<file path="src/rtl/bqe_pkg.sv">
// Shared types, constants and tables for the billboard quad expander.
`timescale 1ns / 1ps
package bqe_pkg;

  localparam int unsigned CordicSteps = 16;
  localparam int unsigned SqrtSteps   = 32;
  localparam int unsigned DivSteps    = 15;
  localparam int unsigned BasisLat    = 3 + SqrtSteps + 1 + DivSteps + 1;
  localparam int unsigned SinCosLat   = CordicSteps + 1;
  localparam int unsigned ExtentLat   = 3;
  localparam int unsigned ExtW        = 36;

  localparam logic signed [32:0] CordicGainStart = 33'sd652032874;
  localparam logic [1:0] LastCorner = 2'd3;

  typedef enum logic [1:0] {
    CFG_CAM_UP    = 2'd0,
    CFG_CAM_RIGHT = 2'd1,
    CFG_CAM_FWD   = 2'd2,
    CFG_ALIGN     = 2'd3
  } cfg_idx_e;

  typedef logic signed [15:0] q14_t;

  typedef struct packed {
    q14_t z;
    q14_t y;
    q14_t x;
  } vec3_t;

  typedef logic signed [ExtW-1:0] ext_t;

  typedef struct packed {
    ext_t z;
    ext_t y;
    ext_t x;
  } ext3_t;

  typedef struct packed {
    logic signed [31:0] z;
    logic signed [31:0] y;
    logic signed [31:0] x;
  } pos3_t;

  typedef struct packed {
    pos3_t       ctr;
    logic [31:0] tint;
    logic [63:0] tex;
  } side_t;

  typedef struct packed {
    logic [47:0] dir;
    logic [31:0] r1;
    logic [31:0] r2;
  } shape_t;

  typedef struct packed {
    logic signed [31:0] center_x;
    logic signed [31:0] center_y;
    logic signed [31:0] center_z;
    logic [47:0]        travel_dir;
    logic [31:0]        half_width;
    logic [31:0]        half_height;
    logic [15:0]        spin;
    logic [31:0]        tint;
    logic [63:0]        tex_rect;
  } in_item_t;

  typedef struct packed {
    logic signed [31:0] vert_x;
    logic signed [31:0] vert_y;
    logic signed [31:0] vert_z;
    logic [31:0]        vert_color;
    logic [15:0]        tex_u;
    logic [15:0]        tex_v;
    logic               last_corner;
  } out_item_t;

  function automatic logic signed [24:0] atan_val(input logic [3:0] idx);
    logic signed [24:0] v;
    unique case (idx)
      4'd0:    v = 25'sd2097152;
      4'd1:    v = 25'sd1238021;
      4'd2:    v = 25'sd654136;
      4'd3:    v = 25'sd332050;
      4'd4:    v = 25'sd166669;
      4'd5:    v = 25'sd83416;
      4'd6:    v = 25'sd41718;
      4'd7:    v = 25'sd20860;
      4'd8:    v = 25'sd10430;
      4'd9:    v = 25'sd5215;
      4'd10:   v = 25'sd2608;
      4'd11:   v = 25'sd1304;
      4'd12:   v = 25'sd652;
      4'd13:   v = 25'sd326;
      4'd14:   v = 25'sd163;
      default: v = 25'sd81;
    endcase
    return v;
  endfunction

endpackage

</file>
<file path="src/rtl/bqe_sincos.sv">
// Pipelined rotation CORDIC that yields Q1.14 sine and cosine of the spin angle.
`timescale 1ns / 1ps
module bqe_sincos (
  input  logic          clk_i,
  input  logic          en_i,
  input  logic [15:0]   spin_i,
  output bqe_pkg::q14_t sin_o,
  output bqe_pkg::q14_t cos_o
);
  import bqe_pkg::*;

  typedef enum logic [1:0] {
    QUAD_0 = 2'd0,
    QUAD_1 = 2'd1,
    QUAD_2 = 2'd2,
    QUAD_3 = 2'd3
  } quad_e;

  logic signed [32:0] x_q [CordicSteps];
  logic signed [32:0] y_q [CordicSteps];
  logic signed [24:0] z_q [CordicSteps];
  quad_e              quad_q [CordicSteps];
  q14_t               sin_q, cos_q;

  for (genvar i = 0; i < CordicSteps; i++) begin : g_step
    logic signed [32:0] x_in, y_in;
    logic signed [24:0] z_in;
    quad_e              q_in;
    if (i == 0) begin : g_first
      assign x_in = CordicGainStart;
      assign y_in = '0;
      assign z_in = {3'b000, spin_i[13:0], 8'h00};
      assign q_in = quad_e'(spin_i[15:14]);
    end else begin : g_next
      assign x_in = x_q[i-1];
      assign y_in = y_q[i-1];
      assign z_in = z_q[i-1];
      assign q_in = quad_q[i-1];
    end

    always_ff @(posedge clk_i) begin
      if (en_i) begin
        quad_q[i] <= q_in;
        if (!z_in[24]) begin
          x_q[i] <= x_in - (y_in >>> i);
          y_q[i] <= y_in + (x_in >>> i);
          z_q[i] <= z_in - atan_val(4'(i));
        end else begin
          x_q[i] <= x_in + (y_in >>> i);
          y_q[i] <= y_in - (x_in >>> i);
          z_q[i] <= z_in + atan_val(4'(i));
        end
      end
    end
  end

  function automatic q14_t round_clamp(input logic signed [32:0] v);
    logic signed [32:0] r;
    r = (v + 33'sd32768) >>> 16;
    if (r > 33'sd16384) begin
      return 16'sd16384;
    end else if (r < -33'sd16384) begin
      return -16'sd16384;
    end
    return r[15:0];
  endfunction

  q14_t cr, sr;
  q14_t sin_d, cos_d;

  always_comb begin
    cr = round_clamp(x_q[CordicSteps-1]);
    sr = round_clamp(y_q[CordicSteps-1]);
    unique case (quad_q[CordicSteps-1])
      QUAD_0: begin cos_d = cr;  sin_d = sr;  end
      QUAD_1: begin cos_d = -sr; sin_d = cr;  end
      QUAD_2: begin cos_d = -cr; sin_d = -sr; end
      QUAD_3: begin cos_d = sr;  sin_d = -cr; end
      default: begin cos_d = cr; sin_d = sr;  end
    endcase
  end

  always_ff @(posedge clk_i) begin
    if (en_i) begin
      sin_q <= sin_d;
      cos_q <= cos_d;
    end
  end

  assign sin_o = sin_q;
  assign cos_o = cos_q;

endmodule

</file>
<file path="config.mk">
export PLATFORM = sky130hd
export DESIGN_NAME = bqe_sincos
export DESIGN_NICKNAME = d
export VERILOG_FILES = /design/src/rtl/bqe_pkg.sv /design/src/rtl/bqe_sincos.sv
export SDC_FILE = /design/constraint.sdc
export NUM_CORES = 2
export LEC_CHECK = 0
export ABC_AREA = 0
export BUFFER_PORTS_ARGS = -buffer_cell sky130_fd_sc_hd__buf_2
export CORE_ASPECT_RATIO = 0.6
export CORE_MARGIN = 1.5
export CORE_UTILIZATION = 60
export DETAILED_ROUTE_END_ITERATION = 6
export GPL_TIMING_DRIVEN = 0
export PLACE_DENSITY = 0.76
export SLEW_MARGIN = 0
export SYNTH_ARGS = -nofsm -noshare
export SYNTH_HDL_FRONTEND = slang
export SYNTH_SLANG_ARGS = --single-unit
export TNS_END_PERCENT = 50
</file>
<file path="constraint.sdc">
create_clock -name clk_i -period 9.7 [get_ports clk_i]
set_input_delay 1.94 -clock clk_i [delete_from_list [all_inputs] [get_ports clk_i]]
set_output_delay 1.94 -clock clk_i [all_outputs]
set_load 0.005 [all_outputs]
</file>
# Word-level counts from Yosys, hierarchy flattened

Memories as Yosys holds them, arrays and structs flattened.
Cells that the tools add are included.

Register bits after elaboration: 32
Bits in writable memories: 1488
Input bits: 18
Output and inout bits: 32
Word-level logic and storage cells: 303
Memories kept: 4

Memories:

| memory | depth | width | rd ports | clocked after Yosys merged registers in | wr ports | line             | source |
|---|---|---|---|---|---|---|---|
| x_q    | 16    | 33    | 16       | 0                                       | 16       | bqe_sincos.sv:19 | `logic signed [32:0] x_q [CordicSteps];` |
| y_q    | 16    | 33    | 16       | 0                                       | 16       | bqe_sincos.sv:20 | `logic signed [32:0] y_q [CordicSteps];` |
| z_q    | 16    | 25    | 15       | 0                                       | 16       | bqe_sincos.sv:21 | `logic signed [24:0] z_q [CordicSteps];` |
| quad_q | 16    | 2     | 16       | 0                                       | 16       | bqe_sincos.sv:22 | `quad_e quad_q [CordicSteps];` |

Add/subtract/negate cells: 95
$lt $le $gt $ge: 4
Equality and inequality tests: 3
Mux-type cells: 149
Bitwise gates (word level): 45
Reduce and logical (&&, ||, !) cells: 1

Operator list:

| operator                                                         | number |
|---|---|
| 33-bit 2-to-1 mux                                                | 30 |
| 25-bit 2-to-1 mux                                                | 15 |
| 16-bit case mux with 4 select lines                              | 2 |
| 1-bit 2-to-1 mux                                                 | 96 |
| 16-bit 2-to-1 mux                                                | 6 |
| 33-bit by 17-bit adder with 33-bit output, second input constant | 2 |
| 33-bit by 18-bit adder with 33-bit output                        | 2 |
| 33-bit by 19-bit adder with 33-bit output                        | 2 |
| 33-bit by 20-bit adder with 33-bit output                        | 2 |
| 33-bit by 21-bit adder with 33-bit output                        | 2 |
| 33-bit by 22-bit adder with 33-bit output                        | 2 |
| 33-bit by 23-bit adder with 33-bit output                        | 2 |
| 33-bit by 24-bit adder with 33-bit output                        | 2 |
| 33-bit by 25-bit adder with 33-bit output                        | 2 |
| 33-bit by 26-bit adder with 33-bit output                        | 2 |
| 33-bit by 27-bit adder with 33-bit output                        | 2 |
| 33-bit by 28-bit adder with 33-bit output                        | 2 |
| 33-bit by 29-bit adder with 33-bit output                        | 2 |
| 33-bit by 30-bit adder with 33-bit output                        | 2 |
| 33-bit by 31-bit adder with 33-bit output                        | 2 |
| 33-bit by 32-bit adder with 33-bit output                        | 2 |
| 33-bit by 18-bit subtractor with 33-bit output                   | 2 |
| 33-bit by 19-bit subtractor with 33-bit output                   | 2 |
| 33-bit by 20-bit subtractor with 33-bit output                   | 2 |
| 50 further kinds                                                 | 110 |

# Longest topological paths before layout

An unclocked memory read counts as a cell.

Depth in word-level cells: 8
Mapped depth: 21
Gate-level depth less buffers: 21

# Worst setup path before layout

No wires, ideal clock.

Kind: input-to-reg
Start: in en_i
End: mem x_q[8][32], in the netlist x_q[1][32], data pin
Data arrival time: 6.088 ns
Required time: 9.440 ns
Path slack: 3.353 ns
Cell stages on the path: 17
Buffers on the path: 3
Cell sequence: clkbuf_1 > nand2_1 > clkbuf_1 > clkbuf_1 > o21ai_0 > fa_1 > a21o_1 > a21oi_1 > o21ai_0 > a32oi_1 > o31ai_1 > and2_1 > a41o_1 > or4_1 > a31o_2 > a21oi_1 > xnor2_1

RTL lines:

| element            | line             | source |
|---|---|---|
| start: declaration | bqe_sincos.sv:5  | `input logic en_i,` |
| end: declaration   | bqe_sincos.sv:19 |  |

==> metrics <==
largest net degree at the start of global routing 70; startpoint types input pin; status finished, violations left; post-cts repair resize count 0; clock sinks 1,278; failing checks capacitance limit, slew limit; clk_lat worst skew 0.82 ns; routed vias 87,900; DP Wirelength 258 mm; row count 119; Placed Cells 13,300; crit path max-delay cell type buf_1; first-pass GRT wire length 483 mm; layout cells sized above 1 0.0447; most numerous cell on the critical path a31oi_1; drt wl/cell 23.7 um; final setup violation count 0; CP endpoint kind register; Mapped Cells 10,900; CTS tree done; initial antenna violation count 18; GPL Wtd Cong 1.04; clock slew at reported path FFs 0.06 ns; worst-path maximum fanout 22; CP peak stage delay 1.13 ns; unrepaired setup endpoints after global routing false; Final Slew Violations 3; initial DRC count 11,700; critical path type input pin to register; HP Class register to register; most frequent cells in the layout edfxtp_1, ha_1, xnor2_1; area grow syn2layout 7.60%; Total Nets Final 12,300; MaxCap Viol Count 2; CP Data Arrival Time 9.57 ns; Core Box Area 0.175 mm2; Longest Clk Path Bufs 4; number of synthesized flops with an enable pin 1,278; Die Area 0.179 mm2; mapped cell area 0.106 mm2; total wire length 320 mm; first-pass detailed-route iteration total 6; Ys Warns 0; I/O pins 50; grt ovf 0; postcts setup bufs 0; Slew @ Worst Pin 1.52 ns; Clock Skews 0.0585 ns; number of global-route vias before repair 80,100; crit path time final 9.09 ns; # port buffers 49; die width 545 um; Initial Util 0.604; Primary FF master, synth edfxtp_1; total CTS buffers 145; Fmax 110 MHz; Core Util, Final 0.650; Final Hold Fails 0; pre-CTS setup slack 0.0958 ns; Non-Filler Instances 13,500; Seq/Total Area, Yosys 0.362; commonest non-fill, non-tap cell in the layout edfxtp_1; hold-fix buffers at CTS 0; Final WS setup 0.610 ns; Distinct cells, synth 103; clock root cell clkbuf_16; # fillers 14,100; crit path cell chain buf_4 > clkbuf_1 > nand2_1 > clkinv_1 > clkbuf_1 > buf_1 > mux2i_1 > fa_1 > a211oi_1 > o21ai_0 > a31oi_1 > o21ai_1 > a31oi_1 > a31oi_1 > a221oi_1 > o211a_1 > o211ai_1 > a21oi_1 > xnor2_1; Yosys reg bits 1,278; WP data required 10.18 ns; Total GRT Usage 0.348; Avg Synthesized Cell Area 9.75 um2; Buf/Inv on CP 5; DRT antenna net count 0; Tcrit/Tclk final 0.937; DRC violations left 0; Die Ht 328 um; Slew headroom -0.0203; Post-synth ARST share 0; CP delay by family, top buffers and inverters; H-tree levels 4; vias per cell 6.49
[registers in the layout (all words and copies together) (netlist names)]
name,count
y_q,448
x_q,446
quad_q,32
cos_o,16
sin_o,16
z_q,320
[kinds of logic (layout without fill, tap and decap cells)]
group,count (synthesis),after routing,synth area share
other,1,10,0.0000354
buffers and inverters,647,959,0.0234
and+or+nand+nor,2846,2846,0.131
adders and majority gates,1212,1212,0.146
xor gates and xnor gates,1600,1600,0.132
AOI/OAI and AO/OA,3135,3135,0.189
muxes,146,146,0.0170
DFF,1278,1278,0.362
[synth_stat cells, drive strengths merged, types with 23 or more instances]
cell type / instances / share of area
a21boi: 39 / 0.0028
nor2: 895 / 0.032
nor3: 319 / 0.015
inv: 439 / 0.016
nor3b: 33 / 0.0023
edfxtp: 1278 / 0.36
xor2: 543 / 0.045
clkbuf: 141 / 0.0050
and3: 105 / 0.0062
a211o: 29 / 0.0024
nor2b: 136 / 0.0080
a211oi: 109 / 0.0077
nor4: 76 / 0.0047
buf: 61 / 0.0026
o2111ai: 25 / 0.0021
a21oi: 1050 / 0.050
or4: 32 / 0.0023
or3: 65 / 0.0038
and2: 68 / 0.0040
xnor2: 1057 / 0.087
nand4: 54 / 0.0033
nand2: 572 / 0.020
ha: 1176 / 0.14
a21o: 433 / 0.031
or2: 45 / 0.0027
o211ai: 52 / 0.0037
o21ai: 571 / 0.027
o21a: 184 / 0.013
o31ai: 120 / 0.0085
mux2i: 66 / 0.0062
o41ai: 59 / 0.0051
mux2: 59 / 0.0063
nand2b: 190 / 0.011
fa: 36 / 0.0068
o21bai: 128 / 0.0091
a31o: 23 / 0.0019
nand3: 188 / 0.0091
a31oi: 95 / 0.0056
[worst paths after layout]
check / slack, ns / endpoint / cells after the start / startpoint
worst min register to register: 0.41 / quad_q[1][10]$_DFFE_PP_ / 0 / quad_q[1][8]$_DFFE_PP_
worst max register to register: 2.36 / y_q[1][98]$_DFFE_PP_ / 17 / z_q[1][49]$_DFFE_PP_
worst min-delay path: 0.41 / quad_q[1][10]$_DFFE_PP_ / 0 / quad_q[1][8]$_DFFE_PP_
worst max-delay path: 0.61 / y_q[1][98]$_DFFE_PP_ / 19 / en_i
[cell type report]
type	instances	area, um2	area share
antenna	8	20.0	0.000176
multi-input combinational	8941	65100	0.571
sequential	1278	38400	0.337
clock inverter	69	582	0.00511
timing repair buffer	64	636	0.00558
inverter	445	1670	0.0147
clock buffer	179	3780	0.0331
buffer	202	878	0.00771
tap	2359	2950	0.0259
[routing by layer]
metal | share of wire | wire, um | GRT usage | up-vias
met5 | 0.00080 | 256 | 0.00733 | -
met4 | 0.014 | 4420 | 0.0557 | 12
met3 | 0.15 | 46700 | 0.119 | 355
met2 | 0.36 | 115000 | 0.432 | 4543
met1 | 0.48 | 154000 | 0.567 | 42100
li1 | - | - | - | 40800
[metrics by stage]
stage	setup TNS [ns]	hold WS, ns	instance area [um2]
final	0	0.409	114000
after global routing	0	0.416	114000
after CTS	0	0.413	114000
after detailed placement	0	0.405	110000
after global placement	-58.59	0.401	109000
after floorplan	0	0.400	106000
Power is left out: the tool's default activity adds up to more than one toggle a clock period on the data nets, which glitch-free logic cannot reach.
