### src/rtl/bqe_pkg.sv
// Shared types, constants and tables for the billboard quad expander.
`timescale 1ns / 1ps
package bqe_pkg;

  localparam int unsigned CordicSteps = 16;
  localparam int unsigned SqrtSteps   = 32;
  localparam int unsigned DivSteps    = 15;
  localparam int unsigned BasisLat    = 3 + SqrtSteps + 1 + DivSteps + 1;
  localparam int unsigned SinCosLat   = CordicSteps + 1;
  localparam int unsigned ExtentLat   = 3;
  localparam int unsigned ExtW        = 36;

  localparam logic signed [32:0] CordicGainStart = 33'sd652032874;
  localparam logic [1:0] LastCorner = 2'd3;

  typedef enum logic [1:0] {
    CFG_CAM_UP    = 2'd0,
    CFG_CAM_RIGHT = 2'd1,
    CFG_CAM_FWD   = 2'd2,
    CFG_ALIGN     = 2'd3
  } cfg_idx_e;

  typedef logic signed [15:0] q14_t;

  typedef struct packed {
    q14_t z;
    q14_t y;
    q14_t x;
  } vec3_t;

  typedef logic signed [ExtW-1:0] ext_t;

  typedef struct packed {
    ext_t z;
    ext_t y;
    ext_t x;
  } ext3_t;

  typedef struct packed {
    logic signed [31:0] z;
    logic signed [31:0] y;
    logic signed [31:0] x;
  } pos3_t;

  typedef struct packed {
    pos3_t       ctr;
    logic [31:0] tint;
    logic [63:0] tex;
  } side_t;

  typedef struct packed {
    logic [47:0] dir;
    logic [31:0] r1;
    logic [31:0] r2;
  } shape_t;

  typedef struct packed {
    logic signed [31:0] center_x;
    logic signed [31:0] center_y;
    logic signed [31:0] center_z;
    logic [47:0]        travel_dir;
    logic [31:0]        half_width;
    logic [31:0]        half_height;
    logic [15:0]        spin;
    logic [31:0]        tint;
    logic [63:0]        tex_rect;
  } in_item_t;

  typedef struct packed {
    logic signed [31:0] vert_x;
    logic signed [31:0] vert_y;
    logic signed [31:0] vert_z;
    logic [31:0]        vert_color;
    logic [15:0]        tex_u;
    logic [15:0]        tex_v;
    logic               last_corner;
  } out_item_t;

  function automatic logic signed [24:0] atan_val(input logic [3:0] idx);
    logic signed [24:0] v;
    unique case (idx)
      4'd0:    v = 25'sd2097152;
      4'd1:    v = 25'sd1238021;
      4'd2:    v = 25'sd654136;
      4'd3:    v = 25'sd332050;
      4'd4:    v = 25'sd166669;
      4'd5:    v = 25'sd83416;
      4'd6:    v = 25'sd41718;
      4'd7:    v = 25'sd20860;
      4'd8:    v = 25'sd10430;
      4'd9:    v = 25'sd5215;
      4'd10:   v = 25'sd2608;
      4'd11:   v = 25'sd1304;
      4'd12:   v = 25'sd652;
      4'd13:   v = 25'sd326;
      4'd14:   v = 25'sd163;
      default: v = 25'sd81;
    endcase
    return v;
  endfunction

endpackage

### src/rtl/bqe_corner.sv
// Output holder that emits the four saturated corners of one quad.
`timescale 1ns / 1ps
module bqe_corner (
  input  logic               clk_i,
  input  logic               rst_ni,
  input  logic               load_i,
  input  bqe_pkg::ext3_t     vr_i,
  input  bqe_pkg::ext3_t     vt_i,
  input  bqe_pkg::side_t     side_i,
  output logic               ready_o,
  output logic               out_valid_o,
  input  logic               out_ready_i,
  output bqe_pkg::out_item_t out_data_o
);
  import bqe_pkg::*;

  logic       hv_q;
  logic [1:0] cnt_q;
  ext3_t      vr_q, vt_q;
  side_t      side_q;
  logic       done;

  assign done    = hv_q && out_ready_i && (cnt_q == LastCorner);
  assign ready_o = !hv_q || done;

  always_ff @(posedge clk_i or negedge rst_ni) begin
    if (!rst_ni) begin
      hv_q  <= 1'b0;
      cnt_q <= '0;
    end else if (load_i && ready_o) begin
      hv_q  <= 1'b1;
      cnt_q <= '0;
    end else if (done) begin
      hv_q <= 1'b0;
    end else if (hv_q && out_ready_i) begin
      cnt_q <= cnt_q + 2'd1;
    end
  end

  always_ff @(posedge clk_i) begin
    if (load_i && ready_o) begin
      vr_q   <= vr_i;
      vt_q   <= vt_i;
      side_q <= side_i;
    end
  end

  function automatic logic signed [31:0] corner(input logic signed [31:0] c,
                                                input ext_t t, input ext_t r,
                                                input logic neg_t, input logic neg_r);
    logic signed [37:0] p;
    p = 38'(c) + (neg_t ? -38'(t) : 38'(t)) + (neg_r ? -38'(r) : 38'(r));
    if (p > 38'sd2147483647) begin
      return 32'sh7fffffff;
    end else if (p < -38'sd2147483648) begin
      return 32'sh80000000;
    end
    return p[31:0];
  endfunction

  logic neg_t, neg_r;

  assign neg_t = !cnt_q[0];
  assign neg_r = !cnt_q[1];

  always_comb begin
    out_data_o.vert_x      = corner(side_q.ctr.x, vt_q.x, vr_q.x, neg_t, neg_r);
    out_data_o.vert_y      = corner(side_q.ctr.y, vt_q.y, vr_q.y, neg_t, neg_r);
    out_data_o.vert_z      = corner(side_q.ctr.z, vt_q.z, vr_q.z, neg_t, neg_r);
    out_data_o.vert_color  = side_q.tint;
    out_data_o.tex_u       = cnt_q[1] ? side_q.tex[47:32] : side_q.tex[15:0];
    out_data_o.tex_v       = cnt_q[0] ? side_q.tex[31:16] : side_q.tex[63:48];
    out_data_o.last_corner = (cnt_q == LastCorner);
  end

  assign out_valid_o = hv_q;

endmodule

### config.mk
export PLATFORM = sky130hd
export DESIGN_NAME = bqe_corner
export DESIGN_NICKNAME = d
export VERILOG_FILES = /design/src/rtl/bqe_pkg.sv /design/src/rtl/bqe_corner.sv
export SDC_FILE = /design/constraint.sdc
export NUM_CORES = 1
export LEC_CHECK = 0
export BUFFER_PORTS_ARGS = -buffer_cell sky130_fd_sc_hd__buf_4
export CAP_MARGIN = 15
export CORE_ASPECT_RATIO = 0.6
export CORE_MARGIN = 8
export CORE_UTILIZATION = 26
export DETAILED_ROUTE_END_ITERATION = 16
export PLACE_DENSITY = 0.42
export SYNTH_ARGS = -nofsm -noshare
export SYNTH_HDL_FRONTEND = slang
export SYNTH_SLANG_ARGS = --single-unit
export TNS_END_PERCENT = 100
### constraint.sdc
create_clock -name clk_i -period 12.4 [get_ports clk_i]
set_input_delay 0 -clock clk_i [delete_from_list [all_inputs] [get_ports clk_i]]
set_output_delay 0 -clock clk_i [all_outputs]
set_load 0.01 [all_outputs]
=== Word level (Yosys, flattened, before mapping) ===
Index checks and enable logic that the tools add are counted.

* $add $sub $neg: 13
* $mul: 0
* Div/mod/pow operators: 0
* Order comparisons: 6
* Equality and inequality tests: 2
* Shift-type cells: 0
* Multiplexer cells: 28
* Bitwise operators: 0
* Reduce and logical (&&, ||, !) cells: 8

{| class="wikitable"
|+ Operators with widths
! kind !! count
|-
| two-way mux 32 bit || 9
|-
| two-way mux 38 bit || 6
|-
| negator 36 -> 38 bit || 6
|-
| adder 32 x 38 -> 38 bit || 3
|-
| adder 38 bit || 3
|-
| greater-than comparator 38 x 32 -> 1 bit (second input constant) || 3
|-
| < comparator 38 x 32 -> 1 bit (second input constant) || 3
|-
| two-way mux 16 bit || 2
|-
| two-way mux 1 bit || 8
|-
| two-way mux 2 bit || 3
|-
| nonzero test 2 bit || 2
|-
| logical AND 1 bit || 3
|-
| adder 2 x 1 -> 2 bit (second input constant) || 1
|-
| == test 2 bit (second input constant) || 1
|-
| != test 2 x 1 -> 1 bit (second input constant) || 1
|-
| AND reduction 2 bit || 1
|-
| logical NOT 1 bit || 1
|-
| logical OR 1 bit || 1
|}

* Register bits: 411
* Bits in latches: 0
* RAM bits: 0
* ROM bits: 0
* Output and inout port bits: 163
* Word-level logic and storage cells: 70
* Memories: 0

=== Logic depth before layout (Yosys ltp) ===
Gate-level depths: netlist of the first run.

* Depth after elaboration: 8
* Gate-level depth with buffers: 25
* Gate-level depth less buffers: 24

=== Least setup slack after synthesis of the first run ===
Ideal clock, no wire load.

* Kind: register -> register
* Start: register cnt_q[1]
* End: register side_q (netlist bit out_data_o[33]), enable pin
* Setup time: 826 ps
* Arrival time: 10,190 ps
* Data required time: 11,574 ps
* Path slack: 1,384 ps
* Stages on the path, launching flop included: 5
* Buffers on the path: 0
* Path through: dfrtp_1 -> ha_1 -> nand2_1 -> nand2_1 -> and2_1

{| class="wikitable"
|+ RTL lines
! element !! RTL line !! RTL
|-
| from (decl) || bqe_corner.sv:18 || <nowiki>logic [1:0] cnt_q;</nowiki>
|-
| from (signal assigned) || bqe_corner.sv:36 || <nowiki>cnt_q <= cnt_q + 2'd1;</nowiki>
|-
| to (signal assigned) || bqe_corner.sv:44 || <nowiki>side_q <= side_i;</nowiki>
|-
| to (decl) || bqe_corner.sv:20 || <nowiki>side_t side_q;</nowiki>
|}

==> reports/metrics.csv, run 1 <==
metric,value,unit
status,completed,
hold_buffers,413,
maxCapViolCount,0,
vias,23000,
fp-row-count,93,
post_drt_wl_per_cell,19.6,um
cts_sinks,411,
finalSetupTns,0,ns
ys_ff_latch,411,
drc_errors,0,
rsz0062_at_grt,no,
grt_usage,16.3,%
slew_viol_final,0,
synthFlopType,edfxtp_1,
reg2regPathDepth,7,
htree_num_levels,2,
drive_above_1_share,19.8,%
crit_top_cell,nand2_1,
synth_cells,2724,
synth_top_area_cell,edfxtp_1,
skew,0.0179,ns
dp_hpwl,79700,um
final_cells,5124,
grt_antenna_before_repair,9,
netlist.area_leader.share,43.6,%
finalSetupViolations,0,
syn-cell-area,28100,sq um
path_cells,nor4_1 > nand2_1 > nor3_1 > and3b_1 > and2_1 > nand2b_1 > or2_1 > o41a_1 > xnor2_1 > fa_1 > inv_1 > ha_1 > nand2_1 > nor2_1 > nand2_1 > a211oi_1 > a211oi_1 > or3b_1 > a21oi_1 > xnor2_2 > a31o_2 > a31oi_1 > buf_4,
criticalPathCategory,reg -> out,
relSlewSlack,26.9,%
grt.overflow.total,0,
fin_nets,4297,
path_clk_slew,0.07,ns
core_region_area,107000,sq um
synth_cell_types,86,
startpoint_type,flip-flop,
numPortBuffers,574,
max_clock_freq,0.131,GHz
pin_count,575,
async_reset_ff_share,0.730,%
drtIter0Drc,1351,
worstMarginPinSlew,1.09,ns
min_from,side_i[25],
grt_pass1_vias,23300,
max_stage_delay,0.73,ns
hp-class,in -> reg,
timing.final.crit_share,61.5,%
root_buffer,clkbuf_16,
post-route-min-period,7.62,ns
worstHoldPathCells,2,
crit_fanout,31,
critical_path.startpoint,vt_q[38],
drt-pass1-iter-count,5,
critical_path_required,12.40,ns
worstSkewPairLatency,0.62,ns
ys_top_cells_by_area,"edfxtp_1 44%, fa_1 8.1%, xnor2_1 7.7%",
crit_slowest_cell,a31o_2,
dieArea,119000,sq um
die_width,440,um
grt_pass1_wl,150000,um
synth_warnings,0,
cts_resized,0,
dp_cells,4620,
arrival,7.62,ns
r2r_start,cnt_q[1],
synth_nets,3365,
synth.yosys.seq_area_share,43.9,%
end_kind,output pin,
start_util,26.2,%
cts_tree,done,
grt_max_degree,151,
routed_wl,101000,um
post_cts_buffers,0,
die_h,271,um
syn_avg_cell_area,10.3,sq um
hold_viol,0,
routabilityCongestion,0.848,
cts_made_buffers,46,
clockBufferDepth,3,
synth_edf_count,408,
final_util,36.8,%
viasPerCell,4.49,
syn_to_final_growth,40.5,%
holdWs,0.0957,ns
ant_nets,0,
[critical path, delay by kind of cell (launching register included)]
family | cells | cell delay, ns
adders and majority gates | 2 | 0.93
AOI/OAI and AO/OA | 6 | 2.01
DFF | 1 | 0.49
xor gates and xnor gates | 2 | 0.36
buffers and inverters | 2 | 0.31
and+or+nand+nor | 11 | 2.90
[worst paths after layout]
kind / endpoint / slack (ns)
max: out_data_o[112] / 4.78
min: side_q[25] / 0.1
max reg2reg: vt_q[106] / 7.60
min reg2reg: cnt_q[1] / 0.59
max in group asynchronous: cnt_q[1] / 11.82
min in group asynchronous: cnt_q[0] / 0.40
[per-layer routing]
layer  vias to the layer above  track usage (%)  share of wire (%)
li1                      11300                -                  -
met1                     11100             24.0                 49
met2                       542             25.0                 44
met3                        85             3.21                5.6
met4                         0             2.57                1.5
met5                         -                0                  0
[cell type report]
class	instances	area, sq um
diodes	6	15.0
clock buffers	53	1200
clock inverters	32	414
fillers	10800	67700
inverters	377	1420
multi-input cells	1817	13700
flip-flops and latches	411	12300
well taps	1425	1780
repair buffers	1003	8590
[metrics by stage]
step | cell area (sq um) | setup slack, ns
2_1_floorplan | 28100 | 1.38
3_3_place_gp | 33700 | 5.44
3_5_place_dp | 33700 | 5.40
4_1_cts | 39400 | 4.67
5_1_grt | 39500 | 4.22
6_report | 39500 | 4.78
[flip-flops by register name, summed over array words and instances, names as in the netlist]
| signal | count |
|---|---|
| vt_q | 108 |
| vr_q | 108 |
| cnt_q | 2 |
| out_valid_o | 1 |
| side_q | 160 |
| out_data_o | 32 |
[cell families (layout without fill, tap and decap cells)]
| kind of cell | count (synthesis) | after routing | share of synthesized area, % |
|---|---|---|---|
| AO/OA/AOI/OAI | 577 | 577 | 12.4 |
| XOR/XNOR | 308 | 308 | 9.66 |
| adder cells (fa/ha/maj) | 229 | 229 | 13.2 |
| buffers and inverters | 496 | 1465 | 7.40 |
| flip-flops | 411 | 411 | 43.9 |
| multiplexers | 46 | 46 | 1.83 |
| other | 0 | 6 | 0 |
| AND/OR/NAND/NOR | 657 | 657 | 11.6 |
[synthesized netlist by cell type, drive strengths merged, types with 5 or more instances]
master,count
nand4,30
clkbuf,55
buf,64
nor2b,13
nand2,120
ha,115
a21oi,289
inv,376
o21a,43
nor4,36
a311oi,5
o21bai,16
or3,13
or4,14
o21ai,71
nand2b,17
xnor2,248
a211oi,17
nor2,251
a21o,33
fa,114
and2,19
a41oi,11
nor3,72
edfxtp,408
mux2,33
xor2,60
o211ai,11
nand3,27
a31oi,40
mux2i,13
nor3b,8
and3,19
[cell usage in the layout (no fill, tap or decap), types with 19 or more instances in the layout]
cell	count
nor4_1	27
nand4_1	30
mux2_2	33
nor2_1	249
buf_4	588
ha_1	115
edfxtp_1	408
o21ai_0	53
xor2_1	60
a21o_1	33
inv_1	375
clkbuf_16	47
o21a_1	43
a31oi_1	39
fa_1	114
xnor2_1	246
nand2_1	120
and3_1	19
a21oi_1	289
nor3_1	71
dlygate4sd3_1	413
nand3_1	27
Power of run 1 is left out: the tool's default activity adds up to more than one toggle a clock period on the data nets, which glitch-free logic cannot reach.
==> inputs of run 2 (changes only) <==
clock period = 7.1 ns   (was 12.4 ns; I/O delays follow)
==> run 2 against run 1 <==
Effect of this change:
- register-to-register slack worse by 4.4 ns
- core utilization rose by 0.52 points
- hold slack got worse by 0.0013 ns
- sequential share of layout area is 0.44 points lower
- wire length is 2.1% higher
- final area is 1.4% higher
- die area stayed put
- via count rose by 1.5%
- global-route usage grew 0.21 points
==> reports/metrics.csv, run 2 (same netlist as run 1, synthesis figures left out) <==
metric,value,unit,change
final_util,37.3,%,+0.52 points
end_kind,output pin,,
syn_to_final_growth,42.5,%,
ant_nets,0,,unchanged
post_drt_wl_per_cell,19.9,um,+1.2%
cts_sinks,411,,unchanged
die_h,271,um,unchanged
top_regs,"side_q x160, vr_q x108, vt_q x108",,
routed_wl,103000,um,+2.1%
max_clock_freq,0.149,GHz,
start_util,26.2,%,unchanged
pre_cts_slack,0.669,ns,-4.73 ns
final_cell_mix,"621 x buf_4, 413 x dlygate4sd3_1, 408 x edfxtp_1, 375 x inv_1, 276 x a21oi_1",,
skew,0.0195,ns,+0.00160 ns
crit_slowest_cell,and3_1,,
viasPerCell,4.52,,+0.59%
critPathBufInv,7,,+5
min_from,side_i[169],,
cts_made_buffers,47,,+2.2%
dieArea,119000,sq um,unchanged
drc_errors,0,,unchanged
htree_num_levels,2,,unchanged
setup_slack,0.400,ns,-4.38 ns
final_common_cell,buf_4,,
max_stage_delay,0.56,ns,-0.17 ns
post-route-min-period,6.70,ns,
root_buffer,clkbuf_16,,
drtIter0Drc,1636,,+21%
criticalPathCategory,reg -> out,,
hold_viol,0,,unchanged
hp-class,in -> reg,,
timing.final.crit_share,94.4,%,
worst_r2r_endpoint,side_q[17],,
fp-row-count,93,,unchanged
worstHoldPathCells,2,,unchanged
r2r_setup_slack,3.25,ns,-4.35 ns
numPortBuffers,574,,unchanged
dp_hpwl,81500,um,+2.3%
slew_viol_final,0,,unchanged
vias,23300,,+1.5%
grt_usage,16.5,%,+0.21 points
largest_register_ffs,160,,unchanged
cts_tree,done,,
core_region_area,107000,sq um,unchanged
fin_nets,4341,,+1.0%
crit_top_cell,buf_4,,
grt_pass1_vias,23700,,+1.8%
crit_fanout,31,,unchanged
startpoint_type,flip-flop,,
grt_pass1_wl,152000,um,+1.2%
path_clk_slew,0.07,ns,about the same
pin_count,575,,unchanged
grt_antenna_before_repair,11,,+2
routabilityCongestion,0.877,,+3.5%
grt_use_met3,3.13,%,-0.081 points
die_width,440,um,unchanged
reg2regPathDepth,6,,-1
maxCapViolCount,0,,unchanged
critical_path_required,7.10,ns,-5.30 ns
clockBufferDepth,3,,unchanged
worstSkewPairLatency,0.62,ns,about the same
relSlewSlack,43.5,%,+17 points
status,completed,,
min_to,side_q[169],,
drt-pass1-iter-count,5,,unchanged
crit_family,simple AND/OR/NAND/NOR gates,,
grtUsageMet1,24.3,%,+0.34 points
use_met2,25.2,%,+0.22 points
grt_busiest_layer,met2,,
drive_above_1_share,21.6,%,+1.8 points
grt.overflow.total,0,,unchanged
arrival,6.70,ns,-0.92 ns
top_register,side_q,,
finalSetupViolations,0,,unchanged
worstMarginPinSlew,0.848,ns,-0.247 ns
r2r_start,cnt_q[1],,
path_cells,nor3_1 > and3_1 > and3_1 > a21oi_1 > xnor2_1 > fa_1 > inv_1 > ha_1 > inv_1 > nor3_1 > buf_4 > nand2_1 > a311oi_1 > buf_4 > a211oi_2 > buf_4 > o21ai_0 > a21oi_1 > xnor2_1 > a41oi_2 > buf_12 > nor2_1 > buf_4,,
grt_max_degree,138,,-8.6%
-- run 2: changes by cell type in the layout (fill, tap and decap cells not counted), sizes merged --
cell      change
clkinvlp      -4
bufinv        -3
a41oi         +1
clkinv        +7
buf          +42
clkbuf        +2
diode         +1
-- run 2: cell type report --
class                      instances  area (sq um)
timing repair buffer            1045          9010
antenna                            7          17.5
multi-input combinational       1818         13900
sequential                       411         12300
fill                           10800         67100
clock inverter                    32           322
tap                             1425          1780
clock buffer                      55          1230
inverter                         377          1420
-- run 2: worst register-to-register path: cells and delay by family, from the launching register on --
kind,cells,cell delay (ns)
buffers and inverters,2,1.26
AND/OR/NAND/NOR,3,0.86
flip-flops,1,0.72
adder cells (fa/ha/maj),1,0.42
-- run 2: how the worst max path moves through the flow --
stage / start / to / cells past startpoint
final: vr_q[72] / out_data_o[65] / 23
after global routing: vt_q[0] / out_data_o[151] / 28
after CTS: vt_q[48] / out_data_o[122] / 21
after detailed placement: vt_q[48] / out_data_o[122] / 21
after global placement: vr_q[84] / out_data_o[68] / 26
after floorplan: cnt_q[1] / out_data_o[33] / 4
-- run 2: repair_timing --
action                     CTS  global route
setup buffers                0            10
hold buffers               413             0
hold endpoints to repair   414             0
pin swaps                    0             3
resized for setup            0            41
setup endpoints to repair    7            93
gates cloned                 0             1
-- run 2: routing by layer --
metal  wire [um]  vias to the layer above  share of wire [%]
met5           0                        -                  0
met4        1590                        0                1.5
met3        5750                       88                5.6
met2       45400                      637                 44
met1       50000                    11200                 49
li1            -                    11400                  -
-- run 2: through the flow --
| step | instances | instance area [sq um] | hold slack, ns | setup TNS (ns) |
|---|---|---|---|---|
| 2_1_floorplan | 2724 | 28100 | -0.296 | 0 |
| 3_3_place_gp | 4652 | 34000 | -0.199 | 0 |
| 3_5_place_dp | 4652 | 34000 | -0.199 | 0 |
| 4_1_cts | 5152 | 39700 | 0.0221 | -0.246 |
| 5_1_grt | 5168 | 40000 | 0.0397 | -0.0473 |
| 6_report | 5170 | 40000 | 0.0943 | 0 |
Power of run 2 is left out for the same reason.
==> inputs of run 3 (changes only) <==
ABC_CLOCK_PERIOD_IN_PS = 7100   (was not set)
CAP_MARGIN = not set   (was 15)
CORE_MARGIN = not set   (was 8)
==> run 3 against run 2 <==
Effect of this change:
- global-route usage rose by 0.87 points
- clock skew down 0.0028 ns
- hold slack improved by 0.0028 ns
- final area down 0.12%
==> reports/metrics.csv, run 3 (same netlist as run 1, synthesis figures left out) <==
metric,value,unit,change
status,completed,,
crit_slowest_cell,or4_4,,
final_cell_mix,"617 x buf_4, 413 x dlygate4sd3_1, 408 x edfxtp_1, 375 x inv_1, 283 x a21oi_1",,
worstMarginPinSlew,0.877,ns,+0.0298 ns
dp_hpwl,77600,um,-4.8%
grt_usage,17.4,%,+0.87 points
pin_count,575,,unchanged
drc_errors,0,,unchanged
criticalPathCategory,reg -> out,,
core_region_area,106000,sq um,-1.1%
end_kind,output pin,,
crit_top_cell,nor2_1,,
maxCapViolCount,0,,unchanged
crit_fanout,10,,-68%
grt_antenna_before_repair,13,,+2
vias,23100,,-0.99%
finalSetupViolations,0,,unchanged
root_buffer,clkbuf_16,,
path_clk_slew,0.06,ns,about the same
grt.overflow.total,0,,unchanged
grt_pass1_vias,23000,,-3.0%
routabilityCongestion,0.847,,-3.4%
cts_made_buffers,46,,-2.1%
start_util,26.5,%,+0.28 points
die_width,426,um,-3.2%
post-route-min-period,6.71,ns,+0.0134 ns
finalSetupTns,0,ns,unchanged
hold_viol,0,,unchanged
drt-pass1-iter-count,5,,unchanged
drive_above_1_share,21.3,%,-0.22 points
htree_num_levels,2,,unchanged
max_clock_freq,0.149,GHz,-0.20%
hp-class,in -> reg,,
slew_viol_final,0,,unchanged
rsz0062_at_grt,no,,
worstSkewPairLatency,0.61,ns,about the same
numPortBuffers,574,,unchanged
grt_pass1_wl,144000,um,-5.1%
top_regs,"side_q x160, vr_q x108, vt_q x108",,
post_drt_wl_per_cell,19.1,um,-3.8%
drtIter0Drc,1488,,-9.0%
arrival,6.71,ns,about the same
top_register,side_q,,
cts_tree,done,,
routed_wl,98500,um,-4.2%
ant_nets,0,,unchanged
crit_family,simple AND/OR/NAND/NOR gates,,
max_stage_delay,0.58,ns,+0.02 ns
fp-row-count,92,,-1.1%
path_cells,or4_4 > or3_1 > nor2_1 > and3b_2 > and2_1 > nand2b_1 > or2_1 > o41a_1 > xnor2_1 > fa_1 > inv_1 > ha_1 > inv_1 > nor2_1 > nand2_1 > a41oi_1 > a211o_1 > a31oi_1 > nor2_1 > nand2_1 > o41a_4 > buf_4 > a21oi_2 > buf_4,,
relSlewSlack,41.5,%,-2.0 points
largest_register_ffs,160,,unchanged
grt_max_degree,120,,-13%
critical_path_required,7.10,ns,about the same
skew,0.0166,ns,-0.00285 ns
critPathBufInv,4,,-3
startpoint_type,flip-flop,,
die_h,257,um,-5.2%
clockBufferDepth,3,,unchanged
syn_to_final_growth,42.3,%,
viasPerCell,4.49,,-0.57%
dieArea,109000,sq um,-8.2%
timing.final.crit_share,94.5,%,+0.19 points
fin_nets,4337,,-0.092%
final_common_cell,buf_4,,
cts_sinks,411,,unchanged
## run 3: changes by cell type in the layout (fill, tap and decap cells not counted), moves of 4 or more
| cell | change |
|---|---|
| buf_4 | -4 |
| clkinv_1 | -4 |
| a21oi_1 | +7 |
| a21oi_2 | -7 |
## run 3: worst paths after layout
kind | startpoint | end | slack, ns | cells after the start
min in group asynchronous | rst_ni | cnt_q[1] | 0.33 | 3
worst max register to register | cnt_q[0] | vt_q[42] | 3.57 | 6
worst min-delay path | side_i[22] | side_q[22] | 0.1 | 2
max in group asynchronous | rst_ni | cnt_q[0] | 6.59 | 3
worst max-delay path | vt_q[48] | out_data_o[122] | 0.39 | 24
worst min register to register | out_valid_o | cnt_q[1] | 0.58 | 1
## run 3: worst reg2reg max path, delay by kind of cell, from the launching register on
family	cells	cell delay, ns
fa+ha+maj	1	0.27
buf+inv	2	1.15
flops	1	0.72
simple gates	3	0.89
## run 3: metal layers
metal  global-route usage, %  up-vias  share of wire, %
met5                       0        -             0.035
met4                    3.43        6               1.5
met3                    2.71       91               4.9
met2                    25.9      572                44
met1                    26.2    11100                50
li1                        -    11400                 -
## run 3: timing repair
item | CTS | global route
cloned | 0 | 1
pin swaps | 0 | 5
gates resized for setup | 1 | 33
hold buffers | 413 | 0
buffers inserted | 0 | 9
hold endpoints to repair | 414 | 0
endpoints found under the setup margin | 16 | 93
## run 3: area by class of cell
class                           instances  area [sq um]
Timing Repair Buffer                 1042          9000
Clock buffer                           51          1170
Antenna cell                            8          20.0
Fill cell                           10700         66000
Multi-Input combinational cell       1818         13900
Sequential cell                       411         12300
Inverter                              377          1420
Clock inverter                         31           378
Tap cell                             1410          1760
## run 3: per-stage QoR
stage               cells  utilization, %  area, sq um  setup slack [ns]  hold slack, ns
detailed placement   4635            32.1        34000             0.657          -0.202
floorplan            2724               -        28100             0.724          -0.296
finish               5148            37.7        40000             0.387          0.0971
CTS                  5130            37.4        39700            0.0569          0.0271
global placement     4635            32.1        34000             0.749          -0.204
global route         5148            37.7        40000            0.0122          0.0582
Power of run 3 is left out for the same reason.
